[config.mk]
export PLATFORM = sky130hd
export DESIGN_NAME = fpa_div_cell
export DESIGN_NICKNAME = d
export VERILOG_FILES = /design/src/fpa_pkg.sv /design/src/fpa_div_cell.sv
export SDC_FILE = /design/constraint.sdc
export NUM_CORES = 1
export LEC_CHECK = 0
export BUFFER_PORTS_ARGS = -buffer_cell sky130_fd_sc_hd__buf_4
export CORE_AREA = 3 3 185 187
export DETAILED_ROUTE_END_ITERATION = 8
export DIE_AREA = 0 0 188 190
export PLACE_DENSITY = 0.58
export SLEW_MARGIN = 25
export SYNTH_ARGS = -nofsm -noshare
export SYNTH_HDL_FRONTEND = slang
export SYNTH_SLANG_ARGS = --single-unit
[constraint.sdc]
create_clock -name clk -period 0.8 [get_ports clk]
set_input_delay 0.04 -clock clk [delete_from_list [all_inputs] [get_ports clk]]
set_output_delay 0.04 -clock clk [all_outputs]
set_load 0.01 [all_outputs]
[src/fpa_pkg.sv]
// Shared types, constants and opcodes of the fixed-point ALU.
package fpa_pkg;

	localparam int FRAC_BITS = 8;
	localparam int QW        = 33;  // quotient bits produced by the divider row
	localparam int DIV_CELLS = QW;

	typedef enum logic [3:0] {
		OP_ADD, OP_SUB, OP_MUL, OP_DIV, OP_GT, OP_LT, OP_GE, OP_LE,
		OP_EQ, OP_NE, OP_INC, OP_DEC, OP_MIN, OP_MAX, OP_TO_INT, OP_FROM_INT
	} op_t;

	localparam logic [1:0] ST_OK   = 2'd0;
	localparam logic [1:0] ST_OVF  = 2'd1;
	localparam logic [1:0] ST_DIV0 = 2'd2;

	typedef struct packed {
		logic [3:0]         op;
		logic signed [31:0] operand_a;
		logic signed [31:0] operand_b;
	} cmd_t;

	typedef struct packed {
		logic signed [31:0] value;
		logic               truth;
		logic [1:0]         status;
	} res_t;

	typedef struct packed {
		logic [3:0]         op;
		logic signed [31:0] simple;
		logic               truth;
		logic [1:0]         simple_st;
		logic signed [63:0] prod;
		logic               neg;
		logic               div0;
		logic               div_ovf;
		logic [31:0]        den;
		logic [31:0]        rem;
		logic [QW-1:0]      low;
		logic [QW-1:0]      quo;
	} pipe_t;

endpackage

[src/fpa_div_cell.sv]
// One restoring-division cell: one quotient bit per stage.
module fpa_div_cell
	import fpa_pkg::*;
(
	input  logic  clk,
	input  logic  arst_n,
	input  logic  vld_i,
	input  pipe_t pipe_i,
	output logic  vld_q,
	output pipe_t pipe_q
);

	logic [32:0] trial;
	logic        ge;
	pipe_t       n;

	always_comb begin
		trial = {pipe_i.rem, pipe_i.low[QW-1]};
		ge    = trial >= {1'b0, pipe_i.den};
		n     = pipe_i;
		n.rem = ge ? 32'(trial - {1'b0, pipe_i.den}) : trial[31:0];
		n.low = {pipe_i.low[QW-2:0], 1'b0};
		n.quo = {pipe_i.quo[QW-2:0], ge};
	end

	always_ff @(posedge clk or negedge arst_n) begin
		if (!arst_n) begin
			vld_q <= 1'b0;
		end else begin
			vld_q <= vld_i;
		end
	end

	always_ff @(posedge clk) begin
		pipe_q <= n;
	end

endmodule

-- Word level (Yosys, flattened, before mapping)
Cells that the tools add are included.
- logic and storage cells: 16
- register bits after elaboration: 236
- output and inout bits: 237
- input bits: 239
- $lt $le $gt $ge: 1
- $add $sub $neg: 1
- muxes and demuxes: 1
- operator list (operator ; number):
    $ge 33x32->1 ; 1
    $mux 32 ; 1
    $sub 32x32->32 ; 1

-- Depth between registers and ports, before layout
- depth after elaboration: 2
- depth in mapped cells: 13
- mapped depth without buffers: 11

-- Worst setup path before layout
OpenSTA, ideal clock, no wires.
- kind: in2reg
- start point: input pipe_i[121] (netlist name)
- end point: register pipe_q[70] (netlist name)
- setup time: 0.121 ns
- path slack: -1.453 ns
- stages on the path: 11
- buffers on the path: 2
- data required time: 0.679 ns
- arrival: 2.132 ns
- cells stage by stage: inv_1 ha_1 buf_6 and3_1 o21a_1 a311oi_2 o21ai_1 or3b_1 o21a_1 buf_6 mux2_4
- RTL lines (item ; RTL line ; source):
    start, declared ; fpa_div_cell.sv:8 ; input pipe_t pipe_i,
    end signal, assigned ; fpa_div_cell.sv:35 ; pipe_q <= n;
    end, declared ; fpa_div_cell.sv:10 ; output pipe_t pipe_q

==> flow_metrics.tcl <==
set metrics [dict create \
    synth.most_common_cell "dfxtp_1" \
    drive_gt1_frac 0.6685 \
    cp_data_arrival_time_ps 2290 \
    yosysWarnings 0 \
    post-dp-hpwl_microns 25680 \
    crit_type "input pin to flip-flop" \
    routedWlPerCell_microns 19.96 \
    finalWeightedCongestion 0.8597 \
    post-route-util 0.5283 \
    cts_tree "yes" \
    status "complete, but fails checks" \
    dp_slack_ps -1875 \
    syn-cell-area_sq_um 7068 \
    numPortBuffers 473 \
    antenna_found_initial 11 \
    cpPeakStageDelay_ps 390 \
    numCtsBuffers 27 \
    core.rowCount 66 \
    grt_max_degree 21 \
    cts_max_path_buffers 3 \
    report.final.setup_viol 269 \
    timing.final.crit_share 2.294 \
    holdCritPathClass "input pin to flip-flop" \
    htreeDepth 1 \
    start_util 0.2167 \
    period_needed_ps 1835 \
    die_area_sq_um 35720 \
    synthTopCellsByArea "dfxtp_1 67%, ha_1 5.7%, a21oi_1 3.8%" \
    start_kind "input pin" \
    synthDistinctLibCells 51 \
    maxCapViolCount 0 \
    yosys-top-cells-count "235 x dfxtp_1, 54 x a21oi_1, 46 x inv_1" \
    ios 476 \
    max_freq_mhz 545.0 \
    die_h_microns 190 \
    synth_edf_count 0 \
    clk_pin_slew_ps 60 \
    drt_drc_violations_left 0 \
    critical_path_buf_inv_count 4 \
    irDropWorstVdd_uv 1677 \
    syn_nets 869 \
    viasPerCell 4.115 \
    worstPathRequired_ps 1250 \
    synth_top_cell_by_area "dfxtp_1" \
    final_area_sq_um 17230 \
    yosys_most_used_dff "dfxtp_1" \
    crit_family "compound AO/OA/AOI/OAI gates" \
    cpMaxStageDelayCell "or3b_4" \
    syn_inst 597 \
    cp_max_fo 5 \
    synth_top_area_frac 0.6656 \
    ys_async_sr_fraction 0.004237 \
    p_leak_nw 7.813 \
    grt_overflow 0 \
    syn_area_per_cell_sq_um 11.84 \
    clkSinkCount 236 \
    nFillCells 2675 \
    ant_nets 0 \
    area_growth_pct 143.8 \
    rsz0062_at_grt "true" \
    grt_pass1_wl_microns 54100 \
    seq_area_frac_synth 0.6691 \
    vias 7830 \
    initialDrtViolationCount 175 \
    violations "negative hold slack, negative setup slack" \
    hold_slack_ps -374.5 \
    finalHoldViolations 7 \
    cp-end-kind "flip-flop" \
    fin_ws_ps -1035 \
    postPlaceCellArea_sq_um 11940 \
    crit_path_cell_trace "buf_8, inv_4, ha_4, and3_4, o21a_1, a311oi_2, o21ai_1, or3b_4, o21a_4, buf_12, clkbuf_16, a31o_2" \
    pwr_density_cell_nw_per_um2 2024 \
    cts_root_buf "clkbuf_16" \
    layout.nets 1706 \
    track_usage 0.1997 \
    grt_pass1_vias 8457 \
    coreArea_sq_um 32620 \
    first_pass_iters 6 \
    maxSlewViolCount 0 \
    routed_wl_microns 37990 \
    die_w_microns 188 \
    ys_ff_latch 236 \
]
[registers in the layout, indices dropped and copies added (netlist names)]
name / count
pipe_q: 235
vld_q: 1
[metrics by stage]
step / total power, mW / std cells / setup TNS [ps]
after CTS: 34.60 / 1885 / -88800
final: 34.89 / 1903 / -83180
after floorplan: 15.47 / 597 / -44540
after global placement: 19.18 / 1596 / -51710
after detailed placement: 19.21 / 1596 / -52470
after global routing: 36.28 / 1902 / -93950
[worst paths after layout]
kind / start / endpoint / slack [ps] / cells after the start
setup / recovery: pipe_i[120] / pipe_q[71]$_DFF_P_ / -1030 / 12
max in group asynchronous: arst_n / vld_q$_DFF_PN0_ / 290 / 3
min in group asynchronous: arst_n / vld_q$_DFF_PN0_ / 380 / 3
hold / removal: pipe_i[99] / pipe_q[99]$_DFF_P_ / -370 / 1
[area by class of cell]
type / count / area, sq um / share of cell area
repair buffers: 826 / 7869 / 0.4566
clock buffers: 38 / 807.0 / 0.04683
well taps: 442 / 553.0 / 0.03209
diodes: 7 / 17.52 / 0.001016
multi-input cells: 297 / 2650 / 0.1538
flip-flops and latches: 236 / 5015 / 0.2910
clock inverters: 11 / 133.9 / 0.007769
inverters: 46 / 187.7 / 0.01089
[metal layers]
layer	vias to the layer above	track usage	routed length, microns
li1	3685	-	-
met1	3694	0.2136	13810
met2	328	0.3460	18770
met3	115	0.06910	2743
met4	8	0.1105	2624
met5	-	0	51
[where the power goes]
| group | leakage, nW | switching (mW) | internal, mW |
|---|---|---|---|
| Combinational | 5.35 | 3.40 | 5.18 |
| Sequential | 1.99 | 0.477 | 12.9 |
| Clock | 0.467 | 5.24 | 7.73 |
[logic make-up after synthesis]
kind of cell,count (synthesis),share of synthesized area
flops,236,0.6691
compound gates,120,0.1036
simple gates,107,0.07400
buf+inv,64,0.04124
fa+ha+maj,33,0.05948
xor+xnor,26,0.03222
mux,10,0.01983
other cells,1,0.0005306
[placed cells by master, fill, tap and decap left out, drive strengths merged, types with 2 or more instances in the layout]
cell / count
a31oi: 2
clkinv: 5
and3: 2
dlygate4sd3: 232
o21bai: 5
a2111oi: 4
xnor2: 16
a21o: 8
ha: 32
and2: 3
inv: 49
nor2: 37
nand2b: 7
mux2i: 2
nor3: 3
or3: 2
dfxtp: 235
o211ai: 2
nand4b: 2
or2: 2
bufinv: 2
nor4b: 2
a31o: 2
nand4: 8
o21ai: 21
buf: 593
mux2: 8
o31ai: 7
o21a: 6
xor2: 10
nor2b: 2
a21oi: 55
diode: 7
nand2: 24
a211oi: 3
nand3: 8
clkbuf: 39
[timing repair]
action / CTS / global route
hold endpoints to repair: 236 / 9
pin swaps: 18 / 14
gates resized for setup: 497 / 91
buffers inserted: 6 / 8
setup endpoints to repair: 269 / 269
hold buffers: 230 / 2
gates cloned: 4 / 2
No activity file was read; power rests on OpenSTA's default activity.
