## config.mk

```make
export PLATFORM = sky130hd
export DESIGN_NAME = fpa_back
export DESIGN_NICKNAME = d
export VERILOG_FILES = /design/src/fpa_pkg.sv /design/src/fpa_back.sv
export SDC_FILE = /design/constraint.sdc
export NUM_CORES = 1
export LEC_CHECK = 0
export BUFFER_PORTS_ARGS = -buffer_cell sky130_fd_sc_hd__buf_2
export CAP_MARGIN = 20
export CORE_MARGIN = 2
export CORE_UTILIZATION = 55
export DETAILED_ROUTE_END_ITERATION = 10
export PLACE_DENSITY = 0.85
export SLEW_MARGIN = 20
export SYNTH_ARGS = -nofsm -noshare
export SYNTH_HDL_FRONTEND = slang
export SYNTH_SLANG_ARGS = --single-unit
```

## constraint.sdc

```tcl
create_clock -name clk -period 0.8 [get_ports clk]
set_input_delay 0.08 -clock clk [delete_from_list [all_inputs] [get_ports clk]]
set_output_delay 0.08 -clock clk [all_outputs]
set_load 0.1 [all_outputs]
```

## src/fpa_pkg.sv

```systemverilog
// Shared types, constants and opcodes of the fixed-point ALU.
package fpa_pkg;

	localparam int FRAC_BITS = 8;
	localparam int QW        = 33;  // quotient bits produced by the divider row
	localparam int DIV_CELLS = QW;

	typedef enum logic [3:0] {
		OP_ADD, OP_SUB, OP_MUL, OP_DIV, OP_GT, OP_LT, OP_GE, OP_LE,
		OP_EQ, OP_NE, OP_INC, OP_DEC, OP_MIN, OP_MAX, OP_TO_INT, OP_FROM_INT
	} op_t;

	localparam logic [1:0] ST_OK   = 2'd0;
	localparam logic [1:0] ST_OVF  = 2'd1;
	localparam logic [1:0] ST_DIV0 = 2'd2;

	typedef struct packed {
		logic [3:0]         op;
		logic signed [31:0] operand_a;
		logic signed [31:0] operand_b;
	} cmd_t;

	typedef struct packed {
		logic signed [31:0] value;
		logic               truth;
		logic [1:0]         status;
	} res_t;

	typedef struct packed {
		logic [3:0]         op;
		logic signed [31:0] simple;
		logic               truth;
		logic [1:0]         simple_st;
		logic signed [63:0] prod;
		logic               neg;
		logic               div0;
		logic               div_ovf;
		logic [31:0]        den;
		logic [31:0]        rem;
		logic [QW-1:0]      low;
		logic [QW-1:0]      quo;
	} pipe_t;

endpackage

```

## src/fpa_back.sv

```systemverilog
// Output stage: rounding, saturation and result select.
module fpa_back
	import fpa_pkg::*;
(
	input  logic  clk,
	input  logic  arst_n,
	input  logic  vld_i,
	input  pipe_t pipe_i,
	output logic  vld_q,
	output res_t  res_q
);

	logic        rnd;
	logic [33:0] qr;
	logic [63:0] m, mq;
	logic        mneg;
	res_t        r;

	always_comb begin
		rnd  = {pipe_i.rem, 1'b0} >= {1'b0, pipe_i.den};
		qr   = 34'(pipe_i.quo) + 34'(rnd);
		mneg = pipe_i.prod[63];
		m    = mneg ? 64'(-pipe_i.prod) : 64'(pipe_i.prod);
		mq   = (m + (64'd1 << (FRAC_BITS - 1))) >> FRAC_BITS;

		r        = '0;
		r.value  = pipe_i.simple;
		r.truth  = pipe_i.truth;
		r.status = pipe_i.simple_st;

		case (op_t'(pipe_i.op))
			OP_MUL: begin
				if (mneg && mq > 64'h8000_0000) begin
					r.value  = 32'sh8000_0000;
					r.status = ST_OVF;
				end else if (!mneg && mq > 64'h7FFF_FFFF) begin
					r.value  = 32'sh7FFF_FFFF;
					r.status = ST_OVF;
				end else begin
					r.value = mneg ? 32'(64'd0 - mq) : mq[31:0];
				end
			end
			OP_DIV: begin
				if (pipe_i.div0) begin
					r.value  = '0;
					r.status = ST_DIV0;
				end else if (pipe_i.div_ovf ||
						(pipe_i.neg && qr > 34'h0_8000_0000) ||
						(!pipe_i.neg && qr > 34'h0_7FFF_FFFF)) begin
					r.value  = pipe_i.neg ? 32'sh8000_0000 : 32'sh7FFF_FFFF;
					r.status = ST_OVF;
				end else begin
					r.value = pipe_i.neg ? 32'(34'd0 - qr) : qr[31:0];
				end
			end
			default: r.value = pipe_i.simple;
		endcase
	end

	always_ff @(posedge clk or negedge arst_n) begin
		if (!arst_n) begin
			vld_q <= 1'b0;
		end else begin
			vld_q <= vld_i;
		end
	end

	always_ff @(posedge clk) begin
		res_q <= r;
	end

endmodule

```

==> metrics, run 1 <==
H-tree depth 2; gr usage total 0.9669; Mean Syn Cell Area 6.907 sq um; #FFs+latches synth 36; I/O Buffers 241; Final GP Congestion 1.069; die width 131.9 microns; placed cell areas 0.01452 sq mm; DP HPWL 39130 microns; sequential-to-total area share from yosys stat 0.08070; tool error [ERROR GRT-0116] Global routing finished with congestion. Check the congestion regions in the DRC Viewer.; DP Worst Slack -5.535 ns; Post-Syn Area 0.008992 sq mm; status aborted with a tool error; Die Ht 131.9 microns; starting density of the core 0.5640; YS warnings 0; cell row count 46; Sink Count 36; # IOs 275; Stopped at global routing; clk root buf clkbuf_16; largest net degree at the start of global routing 56; Longest Clk Path Bufs 2; count of cell types in the netlist 89; vias in the first global route 21050; grt ovf 785; Synth Instances 1302; syn_nets 1579; first-pass GRT wire length 135200 microns; async set or reset register ratio after synthesis 0.02778; Post-synth EDFFs 0; CTS Buf Count 5; Synth Flop Type dfxtp_1
cell families after synthesis:
group,Yosys count,synth area share
simple gates,553,0.3350
compound gates,361,0.2943
xor+xnor,153,0.1490
buf+inv,139,0.06289
fa+ha+maj,38,0.05287
flops,36,0.08070
mux,22,0.02518
metrics by stage:
| step | hold slack [ns] | instances |
|---|---|---|
| 4_1_cts | 0.007619 | 2199 |
| 3_5_place_dp | -0.1442 | 2159 |
| 3_3_place_gp | -0.1450 | 2159 |
| 2_1_floorplan | -0.2156 | 1302 |
routing by layer:
metal | GRT usage | overflow
met1 | 0.8972 | 14
met2 | 1.126 | 493
met3 | 0.8404 | 19
met4 | 1.088 | 256
met5 | 0.6250 | 3
Yosys cell counts (all sizes together) (6+ instances only):
master  count  area share
nor2      104       0.043
xnor2      92       0.090
nor4       40       0.032
a22oi       8      0.0067
o21ai      54       0.030
or2        16       0.011
o41ai      16       0.016
o221ai     31       0.034
o211ai      9      0.0075
xor2       61       0.059
buf        24       0.015
ha         38       0.053
dfxtp      35       0.078
or3        23       0.017
a31oi      14      0.0097
a221oi      6      0.0058
nand4      44       0.031
o31a        7      0.0068
nand3      64       0.036
o31ai      29       0.024
nand3b      7      0.0058
inv        55       0.023
a21o       12       0.010
nand4b      6      0.0065
nand2     104       0.043
nor2b       7      0.0049
and4        9      0.0088
o22ai      21       0.025
a21oi      83       0.047
mux2i      17       0.019
nor3b       6      0.0050
or4        19       0.017
nor3       41       0.023
and3       24       0.017
clkbuf     58       0.024
nand2b     11      0.0077
a41oi       6      0.0058
and2       14      0.0097
repair_timing:
action	CTS
cloned	4
pin swaps	42
hold endpoints to repair	3
endpoints found under the setup margin	70
hold buffers	3
buffers inserted	25
gates resized for setup	89
==> run 2, diff against run 1 <==
CORE_UTILIZATION = 40   (was 55)
PLACE_DENSITY = unset   (was 0.85)
PLACE_DENSITY_LB_ADDON = 0.15   (was unset)
==> run 2 against run 1 <==
- the flow now finishes, with violations (setup timing)
- synthesized cell count stayed put
- synthesized area is the same
==> metrics, run 2 <==
H-tree depth 2; max-cap violations 0; Reg clk slew, reported paths 0.06 ns; Largest stage delay, worst path 0.52 ns; hold path start pipe_i[203]; WL final 38470 microns; setup violators final 70; fin. max-slew vios 0; sequential-to-total area share from yosys stat 0.08070; vias 13030; Final GP Congestion 0.9612; status complete, but fails checks; Slew HR 0.4853; Simple-Gate Fraction of Synth Area 0.3350; largest family of logic cells by synthesized area simple AND/OR/NAND/NOR gates; die width 153.9 microns; #FFs+latches synth 36; CP max stage cell or4_4; Mean Syn Cell Area 6.907 sq um; Post-route DRC 0; hold path depth 3; async set or reset register ratio after synthesis 0.02778; I/O Buffers 241; Pre-Repair DR Iteration Count 5; most common cell after layout, fill and taps aside buf_4; GR peak layer met2; Req. time, crit path 0.99 ns; syn_nets 1579; met1 usage 0.3920; Yosys top cell area share 0.08961; Post-Syn Area 0.008992 sq mm; fin nets 2288; CP Capture Type flip-flop; unrepaired setup endpoints after global routing true; Setup CP Type in -> reg; adder-cell area share of the yosys netlist 0.05287; Tmin final 5.569 ns; count of cell types in the netlist 89; routed wire length per instance 16.78 microns; Fillers 1756; Die Ht 153.9 microns; compound-gate portion of the synthesized area 0.2943; top post-synthesis cells by area xnor2_1 9.0%, dfxtp_1 7.8%, xor2_1 5.9%, ha_1 5.3%, a21oi_1 4.6%; Final Hold Fails 0; post-synthesis mux area share 0.02518; Worst Setup EP res_q[29]; Reg area 783.3 sq um; Synth area leader xnor2_1; XOR/XNOR share of the synthesized area 0.1490; Post-synth EDFFs 0; Synth Instances 1302; ratio of cells with drive above 1 in the final layout 0.4858; synth-to-layout area growth 74.44%; Longest Clk Path Bufs 2; DR iter-0 viols 871; Final WS setup -4.769 ns; Min-Delay Path Class in -> reg; failing checks setup timing; Final ANT Viol Nets 0; DP Worst Slack -5.145 ns; fin crit share 6.962; starting density of the core 0.4095; most frequent cells in the layout 514 x buf_4, 204 x buf_2, 104 x nand2_1; largest net degree at the start of global routing 56; grt ovf 0; cell row count 54; # IOs 275; M2 GR Usage 0.5292; Worst Setup Start Kind input port; largest registers res_q x35, vld_q x1; Power Dens Cells 795.6 mW/mm^2; peak supply drop 0.7152 mV; clk root buf clkbuf_16; vias per cell 5.685; YS warnings 0; met3 Resource Use GR 0.02875; final hold slack 0.004043 ns; DP HPWL 30020 microns; crit path launch pipe_i[99]; gr usage total 0.3041; initial antenna violation count 1; first-pass GRT wire length 60710 microns; DIE AREA 0.02370 sq mm; TritonCTS clock tree built; Multi-input gate area 0.008147 sq mm; worst-margin pin slew 0.7650 ns; Peak Freq 0.1796 GHz; CTS Buf Count 5; Synth Flop Type dfxtp_1; maximum fanout along the worst path 7; Core Region 0.02196 sq mm; max reg flops 35; LEAKAGE 6.916 nW; Reg with most FFs res_q; Sink Count 36; WP data arrival 5.76 ns; vias in the first global route 12540; Commonest cells post-synth 104 x nand2_1, 104 x nor2_1, 92 x xnor2_1
==> run 2: cell counts after synthesis <==
Identical to the previous run, type by type.
==> run 2: power breakdown <==
group | total, mW | switching [mW] | internal [mW]
combinational | 8.46 | 4.45 | 4.00
clock | 1.90 | 0.765 | 1.13
sequential | 2.13 | 0.165 | 1.96
==> run 2: logic make-up after synthesis <==
logic type	after synthesis
buffers and inverters	139
DFF	36
xor gates and xnor gates	153
muxes	22
adders and majority gates	38
and+or+nand+nor	553
AOI/OAI and AO/OA	361
==> run 2: final cells by class <==
class / count / area share
inverter: 57 / 0.01444
sequential: 36 / 0.04993
multi-input combinational: 1127 / 0.5193
clock inverter: 1 / 0.0003191
antenna: 1 / 0.0001595
timing repair buffer: 784 / 0.3853
tap: 280 / 0.02233
clock buffer: 6 / 0.008216
==> run 2: how the worst min path moves through the flow <==
| stage | end | slack [ns] |
|---|---|---|
| floorplan | vld_q | -0.22 |
| global placement | vld_q | -0.14 |
| detailed placement | vld_q | -0.14 |
| CTS | res_q[6] | 0.002 |
| global route | res_q[32] | 0.02 |
| finish | res_q[6] | 0.004 |
==> run 2: worst max-delay path, delay by kind of cell <==
family	cells	cell delay (ns)
adder cells (fa/ha/maj)	3	0.57
AO/OA/AOI/OAI	15	2.82
AND/OR/NAND/NOR	9	1.72
multiplexers	1	0.16
buffers and inverters	4	0.38
==> run 2: timing repair <==
| item | in CTS | in global routing |
|---|---|---|
| resized for setup | 46 | 58 |
| gates cloned | 4 | 0 |
| hold buffers | 4 | 0 |
| setup endpoints to repair | 70 | 70 |
| buffers inserted | 22 | 10 |
| endpoints found under the hold margin | 4 | 0 |
| pin swaps | 26 | 20 |
==> run 2: metrics by stage <==
step	instance area [sq um]	cells	utilization	power [mW]	setup TNS (ns)
floorplan	9266	1302	-	6.176	-154.98
global placement	14790	2247	0.6737	9.938	-166.64
detailed placement	14790	2247	0.6737	10.07	-171.14
CTS	15410	2283	0.7020	12.16	-155.99
global route	15690	2292	0.7144	13.12	-170.88
finish	15690	2292	0.7144	12.48	-159.60
==> run 2: per-layer routing <==
metal	vias to the layer above	wire (microns)
li1	6373	-
met1	5960	16460
met2	578	17960
met3	119	2603
met4	0	1451
met5	-	0
Note: power is estimated with default switching activity, not from simulation.
==> run 3, diff against run 2 <==
PLACE_DENSITY = 0.73   (was unset)
PLACE_DENSITY_LB_ADDON = unset   (was 0.15)
==> run 3 against run 2 <==
- the flow still finishes with violations (setup timing)
- critical path depth up 1
- via count up 2.8%
- worst setup slack worse by 0.14 ns
- sequential cell count unchanged
- hold slack worse by 0.0011 ns
- final cell count down 1.3%
- critical endpoint is now res_q[7]
- first-iteration DRC count up 15%
- power up 0.66%
- non-clock buffer count down 31
==> metrics, run 3 (synthesis results as in run 2) <==
status complete, but fails checks; failing checks setup timing; WL final 39880 microns; worst-margin pin slew 0.6196 ns; Final GP Congestion 0.9500; first-pass GRT wire length 61150 microns; max reg flops 35; peak supply drop 0.6998 mV; DP HPWL 30430 microns; starting density of the core 0.4095; maximum fanout along the worst path 6; max-cap violations 0; Final WS setup -4.907 ns; Tot Pwr 12.56 mW; H-tree depth 2; vias in the first global route 12940; CP Capture Type flip-flop; initial antenna violation count 2; vias per cell 5.921; CP max stage cell or4_4; Reg power frac 0.169; Clock Power Share 0.160; gr usage total 0.3062; design area 0.01532 sq mm; hold path depth 3; Final Hold Fails 0; hold path start pipe_i[210]; Post-route DRC 0; Reg with most FFs res_q; unrepaired setup endpoints after global routing true; Tmin final 5.707 ns; Pre-Repair DR Iteration Count 8; Reg clk slew, reported paths 0.06 ns; CTS Buf Count 5; Setup CP Type in -> reg; GR peak layer met2; Net Sw Frac 0.4314; I/O Buffers 241; fin nets 2257; most common cell after layout, fill and taps aside buf_4; met1 usage 0.3835; placed cell areas 0.01463 sq mm; routed wire length per instance 17.62 microns; # IOs 275; Min-Delay Path Class in -> reg; largest registers res_q x35, vld_q x1; Req. time, crit path 0.98 ns; synth-to-layout area growth 70.40%; clk root buf clkbuf_16; Cell Int Power 7.142 mW; most frequent cells in the layout 494 x buf_4, 203 x buf_2, 104 x nand2_1; DIE AREA 0.02370 sq mm; Peak Freq 0.1752 GHz; fin. max-slew vios 0; Longest Clk Path Bufs 2; WP data arrival 5.88 ns; Sink Count 36; met3 Resource Use GR 0.03326; Die Ht 153.9 microns; Hold EP res_q[13]; grt ovf 0; M2 GR Usage 0.5270; logic gate share of total power 0.671; switching pwr 5.420 mW; setup violators final 70; vias 13400; largest net degree at the start of global routing 56; Largest stage delay, worst path 0.54 ns; cell row count 54; ratio of cells with drive above 1 in the final layout 0.4639; fin crit share 7.134; DR iter-0 viols 1005; Worst Setup Start Kind input port; die width 153.9 microns; Final ANT Viol Nets 0; TritonCTS clock tree built; LEAKAGE 6.746 nW; Fillers 1686; Slew HR 0.5763; Core Region 0.02196 sq mm; Power Dens Cells 819.8 mW/mm^2
[run 3: per-layer routing]
layer  wire length, microns  part of all wire  vias up
met3                   3183             0.080      180
met5                      0                 0        -
met4                   2093             0.052        0
met2                  18290              0.46      746
li1                       -                 -     6309
met1                  16310              0.41     6165
[run 3: what timing repair did]
| action | in CTS | in global routing |
|---|---|---|
| gates resized for setup | 29 | 35 |
| endpoints found under the hold margin | 3 | 0 |
| hold buffers | 3 | 0 |
| pin swaps | 17 | 31 |
| gates cloned | 4 | 0 |
| buffers inserted | 14 | 4 |
| setup endpoints to repair | 70 | 70 |
[run 3: area by class of cell]
type	instances	area [sq um]	area share
Antenna cell	2	5.005	0.0003266
Clock buffer	8	146.4	0.009553
Inverter	57	226.5	0.01478
Multi-Input combinational cell	1127	8021	0.5235
Sequential cell	36	780.7	0.05095
Tap cell	280	350.3	0.02286
Timing Repair Buffer	753	5793	0.3781
[run 3: power groups by stage]
stage | clock network, mW | registers, mW | logic (mW)
3_3_place_gp | 0 | 2.16 | 7.66
6_report | 2.00 | 2.13 | 8.43
2_1_floorplan | 0 | 3.06 | 3.12
5_1_grt | 2.03 | 2.12 | 8.95
4_1_cts | 1.96 | 2.12 | 8.08
3_5_place_dp | 0 | 2.16 | 7.88
[run 3: worst max-delay path by stage]
stage	end	slack (ns)	depth (start not counted)	startpoint
6_report	res_q[7]	-4.91	33	pipe_i[99]
5_1_grt	res_q[7]	-5.13	33	pipe_i[99]
3_3_place_gp	res_q[11]	-4.91	32	pipe_i[99]
2_1_floorplan	res_q[32]	-4.64	32	pipe_i[99]
4_1_cts	res_q[12]	-4.66	33	pipe_i[99]
3_5_place_dp	res_q[17]	-5.12	33	pipe_i[99]
[run 3: stage by stage]
| stage | setup TNS [ns] | util | hold slack (ns) | worst slack (ns) | instances |
|---|---|---|---|---|---|
| 6_report | -165.54 | 0.6978 | 0.002915 | -4.907 | 2263 |
| 2_1_floorplan | -154.98 | - | -0.2156 | -4.641 | 1302 |
| 5_1_grt | -172.70 | 0.6978 | 0.02768 | -5.130 | 2263 |
| 4_1_cts | -159.59 | 0.6908 | 0.004642 | -4.655 | 2258 |
| 3_3_place_gp | -164.12 | 0.6664 | -0.1456 | -4.914 | 2229 |
| 3_5_place_dp | -171.12 | 0.6664 | -0.1437 | -5.124 | 2229 |
[run 3: critical path: cells and delay by family]
family,cells,cell delay (ns)
buf+inv,6,0.84
mux,1,0.16
compound gates,15,2.61
simple gates,8,1.64
fa+ha+maj,3,0.52
==> run 4, diff against run 3 <==
PLACE_DENSITY = 0.67   (was 0.73)
SLEW_MARGIN = 15   (was 20)
clock period = 4.7 ns   (was 0.8 ns; I/O delays follow)
==> run 4 against run 3 <==
- the flow still finishes with violations (setup timing)
- via count down 7.8%
- critical path depth unchanged
- utilization down 6.9 points
- sequential power down 84%
- die area unchanged
- sequential cell count unchanged
- clock-buffer cell count down 3
- final cell count down 4.9%
- power down 85%
- largest power group unchanged
- highest routed layer unchanged
==> metrics, run 4 (synthesis results as in run 2) <==
setup violators final 34; vias per cell 5.737; Tmin final 5.890 ns; Longest Clk Path Bufs 2; Setup CP Type in -> reg; WP data arrival 6.01 ns; Post-route DRC 0; Clock Power Share 0.178; peak supply drop 0.1711 mV; Hold EP res_q[2]; maximum fanout along the worst path 5; final core utilization 0.6289; hold path start pipe_i[199]; Req. time, crit path 4.82 ns; CP Capture Type flip-flop; hold path depth 1; DP HPWL 28430 microns; switching pwr 873.9 uW; initial antenna violation count 0; Reg clk slew, reported paths 0.06 ns; die width 153.9 microns; largest registers res_q x35, vld_q x1; routed wire length per instance 16.50 microns; max reg flops 35; Reg power frac 0.177; crit path launch pipe_i[99]; fin crit share 1.253; most common cell after layout, fill and taps aside buf_4; CTS Buf Count 5; Reg with most FFs res_q; Power Dens Cells 139.5 mW/mm^2; ratio of cells with drive above 1 in the final layout 0.4058; Core Region 0.02196 sq mm; worst-margin pin slew 1.045 ns; final setup TNS -33.55 ns; TritonCTS clock tree built; Pre-Repair DR Iteration Count 5; max-cap violations 0; ANT cells 0; DIE AREA 0.02370 sq mm; grt ovf 0; Final Hold Fails 0; Final GP Congestion 0.9630; I/O Buffers 241; Peak Freq 0.1698 GHz; CP max stage cell or4_4; Slew HR 0.2968; vias 12350; first-pass GRT wire length 56920 microns; fin. max-slew vios 0; Die Ht 153.9 microns; Final ANT Viol Nets 0; vias in the first global route 11550; WL final 35540 microns; Worst Setup Start Kind input port; Final WS setup -1.190 ns; H-tree depth 2; Net Sw Frac 0.4536; largest net degree at the start of global routing 56; failing checks setup timing; starting density of the core 0.4095; status complete, but fails checks; cell row count 54; fin nets 2149; LEAKAGE 6.023 nW; DR iter-0 viols 1050; Largest stage delay, worst path 0.53 ns; gr usage total 0.2858; unrepaired setup endpoints after global routing true; # IOs 275; Sink Count 36; Min-Delay Path Class in -> reg; synth-to-layout area growth 53.57%; clk root buf clkbuf_16; logic gate share of total power 0.644; most frequent cells in the layout 384 x buf_4, 240 x buf_2, 103 x nand2_1; Cell Int Power 1.053 mW
==> run 4: cell types whose count changed in the layout (fill, tap and decap cells not counted), moves of 31 or more <==
cell / before / now
dfxtp_2: 31 / 0
buf_2: 203 / 240
buf_12: 43 / 6
dfxtp_1: 0 / 35
buf_4: 494 / 384
==> run 4: power groups by stage <==
stage / Sequential (mW) / Clock [mW] / Combinational, mW
3_5_place_dp: 0.347 / 0 / 1.18
2_1_floorplan: 0.514 / 0 / 0.531
3_3_place_gp: 0.348 / 0 / 1.16
6_report: 0.342 / 0.343 / 1.24
5_1_grt: 0.342 / 0.355 / 1.34
4_1_cts: 0.341 / 0.342 / 1.22
==> run 4: metrics by stage <==
step / hold slack, ns / instances / power (mW) / area [sq um] / setup WS (ns)
finish: 0.2858 / 2153 / 1.926 / 13810 / -1.190
global route: 0.2813 / 2153 / 2.035 / 13810 / -1.506
CTS: 0.2835 / 2150 / 1.900 / 13780 / -0.9565
detailed placement: 0.2460 / 2122 / 1.524 / 13230 / -1.545
global placement: 0.2449 / 2122 / 1.505 / 13230 / -1.343
floorplan: 0.1744 / 1302 / 1.045 / 9223 / -1.131
==> run 4: final cells by class <==
type	count	area [sq um]
well taps	280	350.3
inverters	57	226.5
flip-flops and latches	36	725.7
clock buffers	5	125.1
multi-input cells	1127	7934
clock inverters	3	23.77
fillers	1981	8149
repair buffers	645	4424
==> run 4: repair_timing <==
action                                  in CTS  in global routing
gates cloned                                 6                  0
resized for setup                           31                 13
hold buffers                                 1                  0
pin swaps                                   10                 11
buffers inserted                            13                  6
endpoints found under the setup margin      34                 34
hold endpoints to repair                     1                  0
==> run 4: worst max path at each step <==
stage | end | slack (ns) | depth (start not counted)
floorplan | res_q[8] | -1.13 | 32
global placement | res_q[29] | -1.34 | 31
detailed placement | res_q[17] | -1.54 | 32
CTS | res_q[27] | -0.96 | 33
global route | res_q[22] | -1.51 | 33
finish | res_q[22] | -1.19 | 33
==> run 4: critical path: cells and delay by family <==
kind	cells	cell delay, ns
AO/OA/AOI/OAI	16	2.59
multiplexers	1	0.18
buffers and inverters	5	0.51
adder cells (fa/ha/maj)	3	0.56
AND/OR/NAND/NOR	8	1.69
==> run 4: per-layer routing <==
layer  up-vias  track usage  part of all wire
li1       6083            -                 -
met1      5683       0.3836              0.44
met2       511       0.4788              0.45
met3        74      0.02875             0.071
met4         0      0.09746             0.033
met5         -            0                 0
